===== config.mk =====
export PLATFORM = sky130hd
export DESIGN_NAME = midi_to_tone_period_frames_core
export DESIGN_NICKNAME = d
export VERILOG_FILES = /design/src/rtl/core/mtp_pkg.sv /design/src/rtl/core/mtp_front.sv /design/src/rtl/core/mtp_queue.sv /design/src/rtl/core/mtp_back.sv /design/src/rtl/core/midi_to_tone_period_frames_core.sv
export SDC_FILE = /design/constraint.sdc
export NUM_CORES = 2
export LEC_CHECK = 0
export BUFFER_PORTS_ARGS = -buffer_cell sky130_fd_sc_hd__buf_2
export CORE_UTILIZATION = 65
export DETAILED_ROUTE_END_ITERATION = 16
export GPL_TIMING_DRIVEN = 0
export MAX_ROUTING_LAYER = met4
export PLACE_DENSITY = 0.82
export SLEW_MARGIN = 20
export SYNTH_ARGS = -nofsm -noshare
export SYNTH_HDL_FRONTEND = slang
export SYNTH_HIERARCHICAL = 1
export SYNTH_SLANG_ARGS = --single-unit

===== constraint.sdc =====
create_clock -name clk -period 33.7 [get_ports clk]
set_clock_uncertainty 0.05 [all_clocks]
set_input_delay 1.685 -clock clk [delete_from_list [all_inputs] [get_ports clk]]
set_output_delay 1.685 -clock clk [all_outputs]
set_load 0.005 [all_outputs]

===== src/rtl/core/mtp_pkg.sv =====
// Shared types, constants and lookup tables for the MIDI tone-period frame core.
`default_nettype none
package mtp_pkg;

	localparam int CHANNELS = 16;
	localparam int CH_W     = 4;

	// MIDI event nibbles and controller numbers
	localparam logic [3:0] EV_NOTE_OFF = 4'h8;
	localparam logic [3:0] EV_NOTE_ON  = 4'h9;
	localparam logic [3:0] EV_CONTROL  = 4'hB;
	localparam logic [3:0] EV_BEND     = 4'hE;
	localparam logic [6:0] CC_ALL_OFF  = 7'd123;

	// configuration registers
	localparam logic       REG_MIN_PERIOD = 1'b0;
	localparam logic       REG_BEND_RANGE = 1'b1;
	localparam logic [15:0] MIN_PERIOD_RESET = 16'd2841;
	localparam logic [11:0] BEND_RANGE_RESET = 12'd200;

	// bend exponent: floor((75 - c*p) / 150), made positive by a bias of 150 * 2^20
	localparam int NUM_W   = 28;
	localparam logic [NUM_W:0] NUM_OFFSET = 29'd157286475;
	// floor(n / 150) = ((n >> 1) * ceil(2^34 / 75)) >> 34, exact for n below 2^28
	localparam logic [27:0] DIV_RECIP = 28'd229064923;
	localparam logic [17:0] M_ONE = 18'd65536;

	typedef struct packed {
		logic [7:0] status_byte;
		logic [6:0] data_one;
		logic [6:0] data_two;
	} msg_t;

	typedef struct packed {
		logic [4:0]  drive_channel;
		logic [15:0] period_ticks;
		logic        last_in_run;
	} frame_t;

	typedef enum logic [1:0] {
		OP_NOTE_OFF,
		OP_NOTE_ON,
		OP_MUTE_ALL,
		OP_BEND
	} op_t;

	typedef struct packed {
		op_t             op;
		logic [CH_W-1:0] slot;
		logic [6:0]      data_one;
		logic [6:0]      data_two;
	} cmd_t;

	typedef enum logic [3:0] {
		ST_IDLE,
		ST_NOTE,
		ST_EMIT,
		ST_MUTE,
		ST_BEND_MUL,
		ST_BEND_DIV,
		ST_BEND_ROOT,
		ST_BEND_SCALE,
		ST_BEND_SHIFT
	} state_t;

	// octave ROM, note periods of keys 0..11 in Q.12
	function automatic logic [29:0] note_rom(input logic [3:0] key);
		logic [29:0] v;
		case (key)
			4'd0:    v = 30'd626242246;
			4'd1:    v = 30'd591093970;
			4'd2:    v = 30'd557918414;
			4'd3:    v = 30'd526604859;
			4'd4:    v = 30'd497048800;
			4'd5:    v = 30'd469151594;
			4'd6:    v = 30'd442820138;
			4'd7:    v = 30'd417966554;
			4'd8:    v = 30'd394507894;
			4'd9:    v = 30'd372365868;
			4'd10:   v = 30'd351466572;
			4'd11:   v = 30'd331740273;
			default: v = 30'd0;
		endcase
		return v;
	endfunction

	// round(65536 * 2^(2^-i)) for i = 1..16
	function automatic logic [16:0] root_rom(input logic [4:0] idx);
		logic [16:0] v;
		case (idx)
			5'd1:    v = 17'd92682;
			5'd2:    v = 17'd77936;
			5'd3:    v = 17'd71468;
			5'd4:    v = 17'd68438;
			5'd5:    v = 17'd66971;
			5'd6:    v = 17'd66250;
			5'd7:    v = 17'd65892;
			5'd8:    v = 17'd65714;
			5'd9:    v = 17'd65625;
			5'd10:   v = 17'd65580;
			5'd11:   v = 17'd65558;
			5'd12:   v = 17'd65547;
			5'd13:   v = 17'd65542;
			5'd14:   v = 17'd65539;
			5'd15:   v = 17'd65537;
			5'd16:   v = 17'd65537;
			default: v = 17'd65536;
		endcase
		return v;
	endfunction

	// half-period ticks of a note, saturated to 16 bits
	function automatic logic [15:0] note_period(input logic [6:0] note);
		logic [14:0] prod;
		logic [3:0]  oct;
		logic [7:0]  oct12;
		logic [3:0]  key;
		logic [30:0] sum;
		logic [30:0] v;
		prod  = 15'(note) * 15'd171;
		oct   = prod[14:11];
		oct12 = 8'(oct) * 8'd12;
		key   = 4'(8'(note) - oct12);
		sum   = 31'(note_rom(key)) + (31'(1) << (5'd11 + 5'(oct)));
		v     = sum >> (5'd12 + 5'(oct));
		return (v > 31'd65535) ? 16'hFFFF : v[15:0];
	endfunction

endpackage
`default_nettype wire


===== src/rtl/core/mtp_front.sv =====
// Message decoder: classifies each MIDI message into a back-end command.
`default_nettype none
module mtp_front (
	input  wire mtp_pkg::msg_t msg,
	input  wire                msg_valid,
	input  wire                full,
	output logic               push,
	output mtp_pkg::cmd_t      cmd
);

	logic [3:0] ev;
	logic [3:0] nib;
	logic       ok;
	logic       useful;

	always_comb begin
		ev  = msg.status_byte[7:4];
		nib = msg.status_byte[3:0];
		ok  = int'(nib) < mtp_pkg::CHANNELS;
		cmd.slot     = nib[mtp_pkg::CH_W-1:0];
		cmd.data_one = msg.data_one;
		cmd.data_two = msg.data_two;
		cmd.op       = mtp_pkg::OP_NOTE_OFF;
		useful       = 1'b0;
		case (ev)
			mtp_pkg::EV_NOTE_OFF: begin
				useful = ok;
			end
			mtp_pkg::EV_NOTE_ON: begin
				useful = ok;
				cmd.op = (msg.data_two == 7'd0) ? mtp_pkg::OP_NOTE_OFF : mtp_pkg::OP_NOTE_ON;
			end
			mtp_pkg::EV_CONTROL: begin
				useful = (msg.data_one == mtp_pkg::CC_ALL_OFF);
				cmd.op = mtp_pkg::OP_MUTE_ALL;
			end
			mtp_pkg::EV_BEND: begin
				useful = ok;
				cmd.op = mtp_pkg::OP_BEND;
			end
			default: begin
				useful = 1'b0;
			end
		endcase
		// drop messages with no back-end command; hold the rest until the queue has room
		push = msg_valid && !full && useful;
	end

endmodule
`default_nettype wire


===== src/rtl/core/mtp_queue.sv =====
// Two-entry command queue between decoder and executor.
`default_nettype none
module mtp_queue (
	input  wire                clk,
	input  wire                arst_n,
	input  wire                push,
	input  wire mtp_pkg::cmd_t push_cmd,
	input  wire                pop,
	output logic               full,
	output logic               pop_valid,
	output mtp_pkg::cmd_t      pop_cmd
);

	mtp_pkg::cmd_t entry_q [2];
	logic          wr_ptr_q;
	logic          rd_ptr_q;
	logic [1:0]    count_q;
	logic          do_push;
	logic          do_pop;

	always_comb begin
		full      = (count_q == 2'd2);
		pop_valid = (count_q != 2'd0);
		pop_cmd   = entry_q[rd_ptr_q];
		do_push   = push && !full;
		do_pop    = pop && pop_valid;
	end

	always_ff @(posedge clk or negedge arst_n) begin
		if (!arst_n) begin
			wr_ptr_q <= 1'b0;
			rd_ptr_q <= 1'b0;
			count_q  <= 2'd0;
		end else begin
			if (do_push) wr_ptr_q <= !wr_ptr_q;
			if (do_pop)  rd_ptr_q <= !rd_ptr_q;
			case ({do_push, do_pop})
				2'b10:   count_q <= count_q + 2'd1;
				2'b01:   count_q <= count_q - 2'd1;
				default: count_q <= count_q;
			endcase
		end
	end

	always_ff @(posedge clk) begin
		if (do_push) entry_q[wr_ptr_q] <= push_cmd;
	end

endmodule
`default_nettype wire


===== src/rtl/core/mtp_back.sv =====
// Command executor: note lookup, bend scaling, channel state and frame output register.
`default_nettype none
module mtp_back (
	input  wire                clk,
	input  wire                arst_n,
	input  wire                q_valid,
	input  wire mtp_pkg::cmd_t q_cmd,
	output logic               pop,
	input  wire  [15:0]        min_period,
	input  wire  [11:0]        bend_cents,
	output logic               frame_valid,
	input  wire                frame_stall,
	output mtp_pkg::frame_t    frame
);

	mtp_pkg::state_t state_q, state_nx;
	mtp_pkg::cmd_t   cmd_q;
	mtp_pkg::frame_t frame_q;
	logic            frame_valid_q;
	logic [15:0]     base_q [mtp_pkg::CHANNELS];
	logic [mtp_pkg::CH_W-1:0] mute_q;
	logic [15:0]     res_q;
	logic            keep_q;
	logic [mtp_pkg::NUM_W-1:0] num_q;
	logic [4:0]      cnt_q;
	logic [4:0]      shift_q;
	logic [17:0]     m_q;
	logic [33:0]     prod_q;

	logic            free;
	logic            emit;
	logic            mute_last;
	logic [15:0]     base_rd;
	logic signed [13:0] wheel;
	logic signed [26:0] cp;
	logic [mtp_pkg::NUM_W:0] num_init;
	logic [54:0]     quot_full;
	logic [20:0]     quot;
	logic [16:0]     root;
	logic [34:0]     mr;
	logic [34:0]     rnd;
	logic [34:0]     bent;
	logic [15:0]     bent_sat;
	logic [15:0]     note_per;

	always_comb begin
		free      = !frame_valid_q || !frame_stall;
		mute_last = (mute_q == mtp_pkg::CH_W'(mtp_pkg::CHANNELS - 1));
		base_rd   = base_q[cmd_q.slot];
		// wheel minus center is the wheel with its top bit flipped, read as signed
		wheel     = $signed({~cmd_q.data_two[6], cmd_q.data_two[5:0], cmd_q.data_one});
		cp        = $signed({1'b0, bend_cents}) * wheel;
		num_init  = mtp_pkg::NUM_OFFSET - unsigned'((mtp_pkg::NUM_W+1)'(cp));
		quot_full = 55'(num_q[mtp_pkg::NUM_W-1:1]) * 55'(mtp_pkg::DIV_RECIP);
		quot      = quot_full[54:34];
		root      = num_q[15] ? mtp_pkg::root_rom(cnt_q) : 17'd65536;
		mr        = 35'(m_q) * 35'(root) + 35'd32768;
		rnd       = 35'(prod_q) + (35'(1) << (shift_q - 5'd1));
		bent      = rnd >> shift_q;
		bent_sat  = (bent > 35'd65535) ? 16'hFFFF : bent[15:0];
		note_per  = mtp_pkg::note_period(cmd_q.data_one);
	end

	// next state
	always_comb begin
		state_nx = state_q;
		case (state_q)
			mtp_pkg::ST_IDLE: begin
				if (q_valid) begin
					case (q_cmd.op)
						mtp_pkg::OP_MUTE_ALL: state_nx = mtp_pkg::ST_MUTE;
						mtp_pkg::OP_BEND:     state_nx = mtp_pkg::ST_BEND_MUL;
						default:              state_nx = mtp_pkg::ST_NOTE;
					endcase
				end
			end
			mtp_pkg::ST_NOTE:       state_nx = mtp_pkg::ST_EMIT;
			mtp_pkg::ST_EMIT: begin
				if (!keep_q || free) state_nx = mtp_pkg::ST_IDLE;
			end
			mtp_pkg::ST_MUTE: begin
				if (free && mute_last) state_nx = mtp_pkg::ST_IDLE;
			end
			mtp_pkg::ST_BEND_MUL: begin
				state_nx = (base_rd == 16'd0) ? mtp_pkg::ST_EMIT : mtp_pkg::ST_BEND_DIV;
			end
			mtp_pkg::ST_BEND_DIV:   state_nx = mtp_pkg::ST_BEND_ROOT;
			mtp_pkg::ST_BEND_ROOT: begin
				if (cnt_q == 5'd16) state_nx = mtp_pkg::ST_BEND_SCALE;
			end
			mtp_pkg::ST_BEND_SCALE: state_nx = mtp_pkg::ST_BEND_SHIFT;
			mtp_pkg::ST_BEND_SHIFT: state_nx = mtp_pkg::ST_EMIT;
			default:                state_nx = mtp_pkg::ST_IDLE;
		endcase
	end

	// outputs of the sequencer
	always_comb begin
		pop  = 1'b0;
		emit = 1'b0;
		case (state_q)
			mtp_pkg::ST_IDLE: pop  = q_valid;
			mtp_pkg::ST_EMIT: emit = keep_q && free;
			mtp_pkg::ST_MUTE: emit = free;
			default: begin
				pop  = 1'b0;
				emit = 1'b0;
			end
		endcase
	end

	assign frame_valid = frame_valid_q;
	assign frame       = frame_q;

	always_ff @(posedge clk or negedge arst_n) begin
		if (!arst_n) begin
			state_q       <= mtp_pkg::ST_IDLE;
			frame_valid_q <= 1'b0;
			mute_q        <= '0;
			for (int i = 0; i < mtp_pkg::CHANNELS; i++) base_q[i] <= 16'd0;
		end else begin
			state_q <= state_nx;
			if (emit) begin
				frame_valid_q <= 1'b1;
			end else if (!frame_stall) begin
				frame_valid_q <= 1'b0;
			end
			if (emit && state_q == mtp_pkg::ST_MUTE) begin
				base_q[mute_q] <= 16'd0;
				mute_q         <= mute_last ? '0 : mute_q + 1'b1;
			end
			if (emit && state_q == mtp_pkg::ST_EMIT && cmd_q.op != mtp_pkg::OP_BEND) begin
				base_q[cmd_q.slot] <= res_q;
			end
		end
	end

	always_ff @(posedge clk) begin
		if (pop) cmd_q <= q_cmd;
		if (emit) begin
			if (state_q == mtp_pkg::ST_MUTE) begin
				frame_q.drive_channel <= 5'(mute_q) + 5'd1;
				frame_q.period_ticks  <= 16'd0;
				frame_q.last_in_run   <= mute_last;
			end else begin
				frame_q.drive_channel <= 5'(cmd_q.slot) + 5'd1;
				frame_q.period_ticks  <= res_q;
				frame_q.last_in_run   <= 1'b1;
			end
		end
		case (state_q)
			mtp_pkg::ST_NOTE: begin
				if (cmd_q.op == mtp_pkg::OP_NOTE_OFF) begin
					res_q  <= 16'd0;
					keep_q <= 1'b1;
				end else begin
					res_q  <= note_per;
					keep_q <= (note_per >= min_period);
				end
			end
			mtp_pkg::ST_BEND_MUL: begin
				// a silent channel answers with period zero; else carry the base along
				res_q  <= base_rd;
				keep_q <= 1'b1;
				num_q  <= num_init[mtp_pkg::NUM_W-1:0];
			end
			mtp_pkg::ST_BEND_DIV: begin
				// shift = 16 - (quotient[20:16] - 16)
				num_q   <= mtp_pkg::NUM_W'(quot);
				shift_q <= 5'd0 - quot[20:16];
				m_q     <= mtp_pkg::M_ONE;
				cnt_q   <= 5'd1;
			end
			mtp_pkg::ST_BEND_ROOT: begin
				m_q   <= mr[33:16];
				num_q <= {num_q[mtp_pkg::NUM_W-2:0], 1'b0};
				cnt_q <= cnt_q + 5'd1;
			end
			mtp_pkg::ST_BEND_SCALE: begin
				prod_q <= 34'(res_q) * 34'(m_q);
			end
			mtp_pkg::ST_BEND_SHIFT: begin
				res_q  <= bent_sat;
				keep_q <= (bent_sat >= min_period);
			end
			default: begin
				res_q <= res_q;
			end
		endcase
	end

endmodule
`default_nettype wire


===== src/rtl/core/midi_to_tone_period_frames_core.sv =====
// Top level: MIDI message in, tone-period frames out, APB configuration registers.
//
//  channel | direction | handshake         | payload
//  --------+-----------+-------------------+------------------------------------------
//  msg     | in        | msg_valid/stall   | mtp_pkg::msg_t (status, data one, two)
//  frame   | out       | frame_valid/stall | mtp_pkg::frame_t (channel, period, last)
//  apb     | in/out    | psel/penable      | 0x0 min_period_ticks, 0x4 bend_range_cents
//
// A note message passes queue pop, ROM lookup and output register before its
// frame is presented. A pitch bend passes pop, exponent product, one reciprocal
// multiply for the divide by 150, 16 steps of the mantissa chain (one root
// factor per cycle), scale, round and output register; on a silent channel it
// goes from the product straight to the output register. Control 123 sends
// one frame per cycle for all 16 channels while the output is not stalled.
// Reset clears channel bases, queue and sequencer at once; no clearing pass.
// A stalled frame holds in the output register while the queue keeps taking
// messages; msg_stall rises only when both queue entries are in use.
`default_nettype none
module midi_to_tone_period_frames_core (
	input  wire                  clk,
	input  wire                  arst_n,
	input  wire                  msg_valid,
	output logic                 msg_stall,
	input  wire mtp_pkg::msg_t   msg,
	output logic                 frame_valid,
	input  wire                  frame_stall,
	output mtp_pkg::frame_t      frame,
	input  wire                  psel,
	input  wire                  penable,
	input  wire                  pwrite,
	input  wire  [2:0]           paddr,
	input  wire  [31:0]          pwdata,
	output logic [31:0]          prdata,
	output logic                 pready
);

	logic [15:0]   min_period_q;
	logic [11:0]   bend_range_q;
	logic          full;
	logic          push;
	mtp_pkg::cmd_t push_cmd;
	logic          pop;
	logic          pop_valid;
	mtp_pkg::cmd_t pop_cmd;
	logic          wr_en;

	assign pready    = 1'b1;
	assign msg_stall = full;
	assign wr_en     = psel && penable && pwrite;

	// register read: word index is address bit 2
	always_comb begin
		case (paddr[2])
			mtp_pkg::REG_MIN_PERIOD: prdata = {16'd0, min_period_q};
			mtp_pkg::REG_BEND_RANGE: prdata = {20'd0, bend_range_q};
			default:                 prdata = 32'd0;
		endcase
	end

	always_ff @(posedge clk or negedge arst_n) begin
		if (!arst_n) begin
			min_period_q <= mtp_pkg::MIN_PERIOD_RESET;
			bend_range_q <= mtp_pkg::BEND_RANGE_RESET;
		end else if (wr_en) begin
			case (paddr[2])
				mtp_pkg::REG_MIN_PERIOD: min_period_q <= pwdata[15:0];
				mtp_pkg::REG_BEND_RANGE: bend_range_q <= pwdata[11:0];
				default:                 min_period_q <= min_period_q;
			endcase
		end
	end

	mtp_front u_front (
		.msg       (msg),
		.msg_valid (msg_valid),
		.full      (full),
		.push      (push),
		.cmd       (push_cmd)
	);

	mtp_queue u_queue (
		.clk       (clk),
		.arst_n    (arst_n),
		.push      (push),
		.push_cmd  (push_cmd),
		.pop       (pop),
		.full      (full),
		.pop_valid (pop_valid),
		.pop_cmd   (pop_cmd)
	);

	mtp_back u_back (
		.clk         (clk),
		.arst_n      (arst_n),
		.q_valid     (pop_valid),
		.q_cmd       (pop_cmd),
		.pop         (pop),
		.min_period  (min_period_q),
		.bend_cents  (bend_range_q),
		.frame_valid (frame_valid),
		.frame_stall (frame_stall),
		.frame       (frame)
	);

endmodule
`default_nettype wire

## Word level (Yosys, flattened, before mapping)

Memories as Yosys holds them, arrays and structs flattened. A register that Yosys moved wholly into a read port is not among the register bits.
Index checks and enable logic that the tools add are counted.
Widths: inputs -> output; s select.

| word-level totals | value |
|---|---|
| word-level logic and storage cells | 182 |
| memories | 3 |
| bits in read-only memories | 960 |
| bits in registers | 446 |
| bits in writable memories | 40 |
| output and inout bits | 57 |
| input port bits | 64 |

Memories:

| memory | depth | width | rd ports | clocked after memory_dff | wr ports | line | RTL |
|---|---|---|---|---|---|---|---|
| (no name shown) | 32 | 15 | 1 | 1 | 0 | mtp_pkg.sv:90 | `case (idx)` |
| (no name shown) | 16 | 30 | 1 | 0 | 0 | mtp_pkg.sv:69 | `case (key)` |
| u_queue.entry_q | 2 | 20 | 1 | 0 | 1 | mtp_queue.sv:14 | `mtp_pkg::cmd_t entry_q [2];` |

| cells by class | value |
|---|---|
| multiplexer cells | 41 |
| shift-type cells | 4 |
| $mul | 6 |
| equality and inequality tests | 26 |
| reduce and logical (&&, ||, !) cells | 35 |
| bitwise logic cells | 6 |
| $lt $le $gt $ge | 8 |
| add/subtract/negate cells | 15 |

Operators with widths:

| operator | count |
|---|---|
| $mux 256 | 2 |
| $and 256x256->256 | 1 |
| $bwmux 256 | 1 |
| $not 256->256 | 1 |
| $demux 16 s4 | 2 |
| $mux 16 | 7 |
| $pmux 28 s3 | 1 |
| $bmux 16 s4 | 1 |
| $pmux 32 s2 | 1 |
| $mul 27x28->55 const B | 1 |
| $pmux 16 s3 | 1 |
| $pmux 18 s2 | 1 |
| $add 34x35->35 | 1 |
| $gt 35x16->1 const B | 1 |
| $shl 1x5->35 const A | 1 |
| $shr 35x5->35 | 1 |
| $add 34x16->34 const B | 1 |
| $mul 16x18->34 | 1 |
| $mul 18x17->34 | 1 |
| $ge 16x16->1 | 2 |
| $pmux 4 s8 | 1 |
| $add 30x31->31 | 1 |
| $gt 31x16->1 const B | 1 |
| $shl 1x5->31 const A | 1 |
| 53 further kinds | 108 |

## Logic depth before layout (Yosys ltp)

An unclocked memory read counts as a cell.

| logic depth | value |
|---|---|
| depth in word-level cells | 11 |
| depth in mapped cells | 48 |
| gate-level depth less buffers | 45 |

## By module

The synthesis kept the hierarchy.

By module, submodules not included:

| module | sequential area each (µm²) | times used | cells each | area each (µm²) |
|---|---|---|---|---|
| mtp_back | 11405.9 | 1 | 7223 | 65046.1 |
| mtp_queue | 1301.2 | 1 | 80 | 1635.3 |
| midi_to_tone_period_frames_core | 711.9 | 1 | 97 | 1422.6 |
| mtp_front | 0.0 | 1 | 34 | 242.7 |

## Least setup slack after synthesis

Ideal clock, no wire load.

| timing path | value |
|---|---|
| path type | reg-to-reg |
| from | register u_back/cmd_q[8] (netlist bit) |
| to | register u_back.keep_q (data pin) |
| required time | 33.389 ns |
| library setup time | 0.261 ns |
| cell stages (with the launch flop) | 48 |
| path buffers | 3 |
| arrival | 10.577 ns |
| slack | 22.812 ns |
| clock period less this slack | 10.888 ns |
| cell sequence | edfxtp_1 -> ha_1 -> inv_1 -> fa_1 -> fa_1 -> inv_1 -> fa_1 -> ha_1 -> and4_1 -> and2_1 -> or4_1 -> and3_1 -> inv_2 -> clkbuf_1 -> buf_1 -> ha_1 -> xnor2_1 -> xor2_1 -> [12 not listed] -> or4_1 -> o21bai_1 -> o211ai_1 -> o21a_1 -> ha_1 -> nand2b_1 -> a21o_1 -> a21o_1 -> a21o_1 -> a21o_1 -> a21o_1 -> a21o_1 -> a21o_1 -> a21o_1 -> a21o_1 -> a21oi_1 -> o211ai_1 -> o311a_1 |

| between the ends | value |
|---|---|
| word-level cells in the longest chain between the ends | 11 |
| elaborated cells between the ends (all ways) | 14 |
| classes of those cells | add/sub (4); mul (2); order compare (2); shift (2); mux (3); memory (1) |

RTL lines:

| item | line | RTL |
|---|---|---|
| start, declared | mtp_back.sv:17 | `mtp_pkg::cmd_t cmd_q;` |
| start signal, assigned | mtp_back.sv:139 | `if (pop) cmd_q <= q_cmd;` |
| $mul 7x8->15 | mtp_pkg.sv:120 | `prod = 15'(note) * 15'd171;` |
| $mul 4x2->2 | mtp_pkg.sv:122 | `oct12 = 8'(oct) * 8'd12;` |
| $sub 4x4->4 | mtp_pkg.sv:123 | `key = 4'(8'(note) - oct12);` |
| $mem_v2 16x30 | n/a |  |
| $add 30x31->31 | mtp_pkg.sv:124 | `sum = 31'(note_rom(key)) + (31'(1) << (5'd11 + 5'(oct)));` |
| $shr 31x5->31 * | mtp_pkg.sv:125 | `v = sum >> (5'd12 + 5'(oct));` |
| $gt 31x16->1 | mtp_pkg.sv:126 | `return (v > 31'd65535) ? 16'hFFFF : v[15:0];` |
| $mux 16 * | mtp_pkg.sv:126 |  |
| $ge 16x16->1 * | mtp_back.sv:158 | `keep_q <= (note_per >= min_period);` |
| $mux 1 * | mtp_back.sv:153 | `if (cmd_q.op == mtp_pkg::OP_NOTE_OFF) begin` |
| $pmux 1 s3 * | mtp_back.sv:151 | `case (state_q)` |
| end signal, assigned | mtp_back.sv:158 |  |
| end signal, assigned | mtp_back.sv:184 | `keep_q <= (bent_sat >= min_period);` |
| end, declared | mtp_back.sv:23 | `logic keep_q;` |

Every way passes the cells marked *; elsewhere a longest branch is shown, timed or not.
A chain may end at the register's enable or synchronous reset.

## Worst setup path in the final report

Ends and elaborated chain as after synthesis.

==> metrics.md <==
| Metric | Value |
|---|---|
| Final setup fails | `0` |
| TritonCTS clock tree | `built` |
| Tcrit/Tclk final | `40.5%` |
| Chip height | `roughly 330 um` |
| Measured slew at the worst slew-check pin | `1.20 ns` |
| Global-route wire length before repair | `330000 um` |
| I/O Pins | `121` |
| F_max | `0.0733 GHz` |
| Clk buf depth | `3` |
| Critical path class | `reg -> reg` |
| DR vias | `56100` |
| Largest family of logic cells by synthesized area | `adder cells` |
| CP Launch Type | `register` |
| DR top layer | `met4` |
| Required @ worst endpoint | `~34 ns` |
| Mux contribution to synthesized area | `4.72%` |
| Max-slew violation count | `0` |
| Final hold viol count | `0` |
| GRT overflow | `0` |
| Hold Path Class | `reg -> reg` |
| Antenna Nets Post-Route | `0` |
| Avg Synthesized Cell Area | `about 9.2 um^2` |
| CP Max Fanout | `15` |
| Share of cells above drive strength 1 | `6.21%` |
| Worst hold path endpoint | `u_queue/count_q[1]` |
| Cell variety after synth | `around 100` |
| Worst rel slew slack | `19.1%` |
| Yosys reg bits | `501` |
| WP data arrival | `14.02 ns` |
| Critical path endpoint category | `register` |
| CTS sink count | `501` |
| Compound-Gate Fraction of Synth Area | `10.3%` |
| Initial Util | `65.8%` |
| Seq/Total Area, Yosys | `19.6%` |
| Max incr delay on CP | `0.69 ns` |
| Pre-CTS WS | `approximately 20 ns` |
| Post_cts resized | `0` |
| Die area | `~110000 um^2` |
| Reg-to-reg endpoint | `u_back/keep_q` |
| Post-CTS Setup Inserts | `0` |
| Adder-Cell Fraction of Synth Area | `39.1%` |
| Area grow syn2layout | `6.74%` |
| Synth warnings | `6` |
| Die Wd | `326 um` |
| Clock root cell | `clkbuf_16` |
| Hold_buf cts | `0` |
| Hpwl dp | `174000 um` |
| Reg2Reg Setup Slack | `20.06 ns` |
| Critical path's most frequent cell | `a21o_1` |
| WL/cell | `23.7 um` |
| DRT met1 WL | `78000 um` |
| Number of flops mapped to enable cells by yosys | `189` |
| DRC Markers | `0` |
| Placed cell area | `roughly 71000 um^2` |
| GRT Total Usage | `42.0%` |
| Worst-Skew Late Latency | `0.74 ns` |
| Final #Nets | `around 9300` |
| Mapped Area | `68300 um^2` |
| Status | `finished, final reports clean` |
| Initial DRT Pass Iterations | `8` |
| Syn Inst Count | `approximately 7400` |
| Largest net degree at the start of global routing | `99` |
| RSZ-0062 raised after global routing | `false` |
| Core region area | `104000 um^2` |
| Post-synthesis simple-gate area fraction | `between 10% and 20%` |
| Asr flop ratio synth | `59.3%` |
| Final min period | `13.64 ns` |
| Synth Area in XOR/XNOR | `2.26%` |
| Hold path startpoint | `u_queue/count_q[1]` |
| Worst R2R Start | `u_back/cmd_q[8]` |
| Post-layout instance area | `73000 um^2` |
| Wire length on met3 | `between 20000 and 25000 um` |
| Final wirelength | `214000 um` |
| Max_cap viols | `0` |
| First DRT Iteration DRCs | `6243` |
| Hold path cells | `1` |
| # H-tree levels | `2` |
| Dominant synthesized flop cell | `dfrtp_1` |
| Setup TNS | `0 ns` |
| Final worst setup slack | `20.06 ns` |
| RD Place Congestion | `1.07` |
| Worst-path clk slew | `around 0.060 ns` |
| Slowest stage cell, crit path | `edfxtp_1` |
| Cells on worst reg2reg path | `47` |
| Number of global-route vias before repair | `57500` |
| Initial antenna violation count | `15` |
| Number of placement rows | `118` |
| Total CTS buffers | `59` |
| Fillers | `8042` |
| Metal2 WL | `98700 um` |
| Routed vias/inst | `6.20` |
| Util after Layout | `70.2%` |
| IO Port Bufs | `80` |
[through the flow]
stage	std cells	hold WS [ns]
detailed placement	8921	0.455
global placement	8912	0.423
CTS	9033	0.459
global route	9046	0.493
floorplan	7452	0.406
finish	9049	0.469
[area by class of cell]
type                       count  area (um^2)  area share (%)
buffer                       417         1750            2.40
inverter                    1255         4710            6.46
clock buffer                  79         1700            2.34
sequential                   501        13400            18.4
tap                         1380         1730            2.37
clock inverter                33          407           0.557
multi-input combinational   5279        48600            66.6
timing repair buffer          89          594           0.815
antenna                       16         40.0          0.0549
[layer usage]
layer | vias to the layer above | GRT usage [%]
met5 | - | -
met2 | 3196 | 64.8
li1 | 24500 | -
met1 | 27600 | 50.1
met4 | 0 | 26.6
met3 | 830 | 9.19
[placed cells by master (no fill, tap or decap), types with 87 or more instances in the layout]
cell,instances
xnor2_1,114
nand2_1,1134
and2_1,241
a21oi_1,187
and3_1,163
dfrtp_1,288
fa_1,882
buf_2,87
clkbuf_1,355
ha_1,723
nor2_1,281
mux4_2,87
inv_1,1251
edfxtp_1,189
o21ai_0,417
[state kept, by name, summed over array words and instances (netlist names), named ones only]
signal and flops:
u_back/cnt_q 5, u_back/m_q 18, u_queue/count_q 2, u_back/cmd_q 20, u_back/num_q 28, min_period_q 16, u_queue/wr_ptr_q 1, u_back/frame 22
u_back/base_q 256, u_queue/entry_q 40, u_back/keep_q 1, u_back/res_q 16, u_back/state_q 4, bend_range_q 12, u_back/prod_q 34, u_back/frame_valid 1
u_back/mute_q 4, u_queue/rd_ptr_q 1, u_back/shift_q 5
[kinds of logic after synthesis]
logic type / count (synthesis)
AND/OR/NAND/NOR: 2174
multiplexers: 200
adder cells (fa/ha/maj): 1605
other: 3
AO/OA/AOI/OAI: 1103
buffers and inverters: 1672
flip-flops: 501
XOR/XNOR: 176
[critical path, delay by kind of cell, from the launching register on]
family | cells | cell delay, ns
AOI/OAI and AO/OA | 23 | 5.47
adders and majority gates | 8 | 2.87
buffers and inverters | 6 | 1.85
xor gates and xnor gates | 2 | 0.65
DFF | 1 | 0.69
and+or+nand+nor | 8 | 1.73
[synth_stat cells, types with 11 or more instances]
master     count  area (um^2)
nand2_1     1134         4260
or2_2         15         93.8
nor2_1       284         1070
dfxtp_1       15          300
buf_4         35          263
a31o_2        13          114
a21oi_1      189          946
edfxtp_1     189         5680
a21o_1        86          646
mux2_2        66          743
and3_1       164         1030
o22ai_1       22          138
o2111ai_1     12          105
fa_1         882        17700
nand3_1       85          425
xor2_1        62          543
inv_1       1251         4700
dfrtp_1      288         7210
a211oi_1      42          315
nand2b_1      33          206
buf_1         22         82.6
xnor2_1      114          998
o211ai_1      36          270
nor4_1        12         75.1
ha_1         723         9050
mux4_2        87         1960
mux2i_1       37          370
a31oi_1       26          163
a211o_1       18          158
clkbuf_1     351         1320
nor3_1        84          420
nor2b_1       34          213
o21ai_0      417         2090
nand4_1       28          175
and2_1       241         1510
a22oi_1       20          150
o21bai_1      23          173
o31ai_1       22          165
or3_1         13         81.3
o221ai_1      11         96.3
o21a_1        36          270
[how the worst max path moves through the flow]
| stage | startpoint | end | slack (ns) | depth (start not counted) |
|---|---|---|---|---|
| after floorplan | u_back/cmd_q[8] | u_back/keep_q | 22.81 | 47 |
| final | u_back/cmd_q[8] | u_back/keep_q | 20.06 | 47 |
| after detailed placement | u_back/cmd_q[8] | u_back/keep_q | 20.50 | 47 |
| after global routing | u_back/cmd_q[8] | u_back/keep_q | 19.38 | 47 |
| after global placement | u_back/cmd_q[8] | u_back/keep_q | 20.60 | 47 |
| after CTS | u_back/cmd_q[8] | u_back/keep_q | 20.38 | 47 |
Power is not shown: default switching activity piles up to over one toggle a cycle in this logic, so the estimate is an artifact.
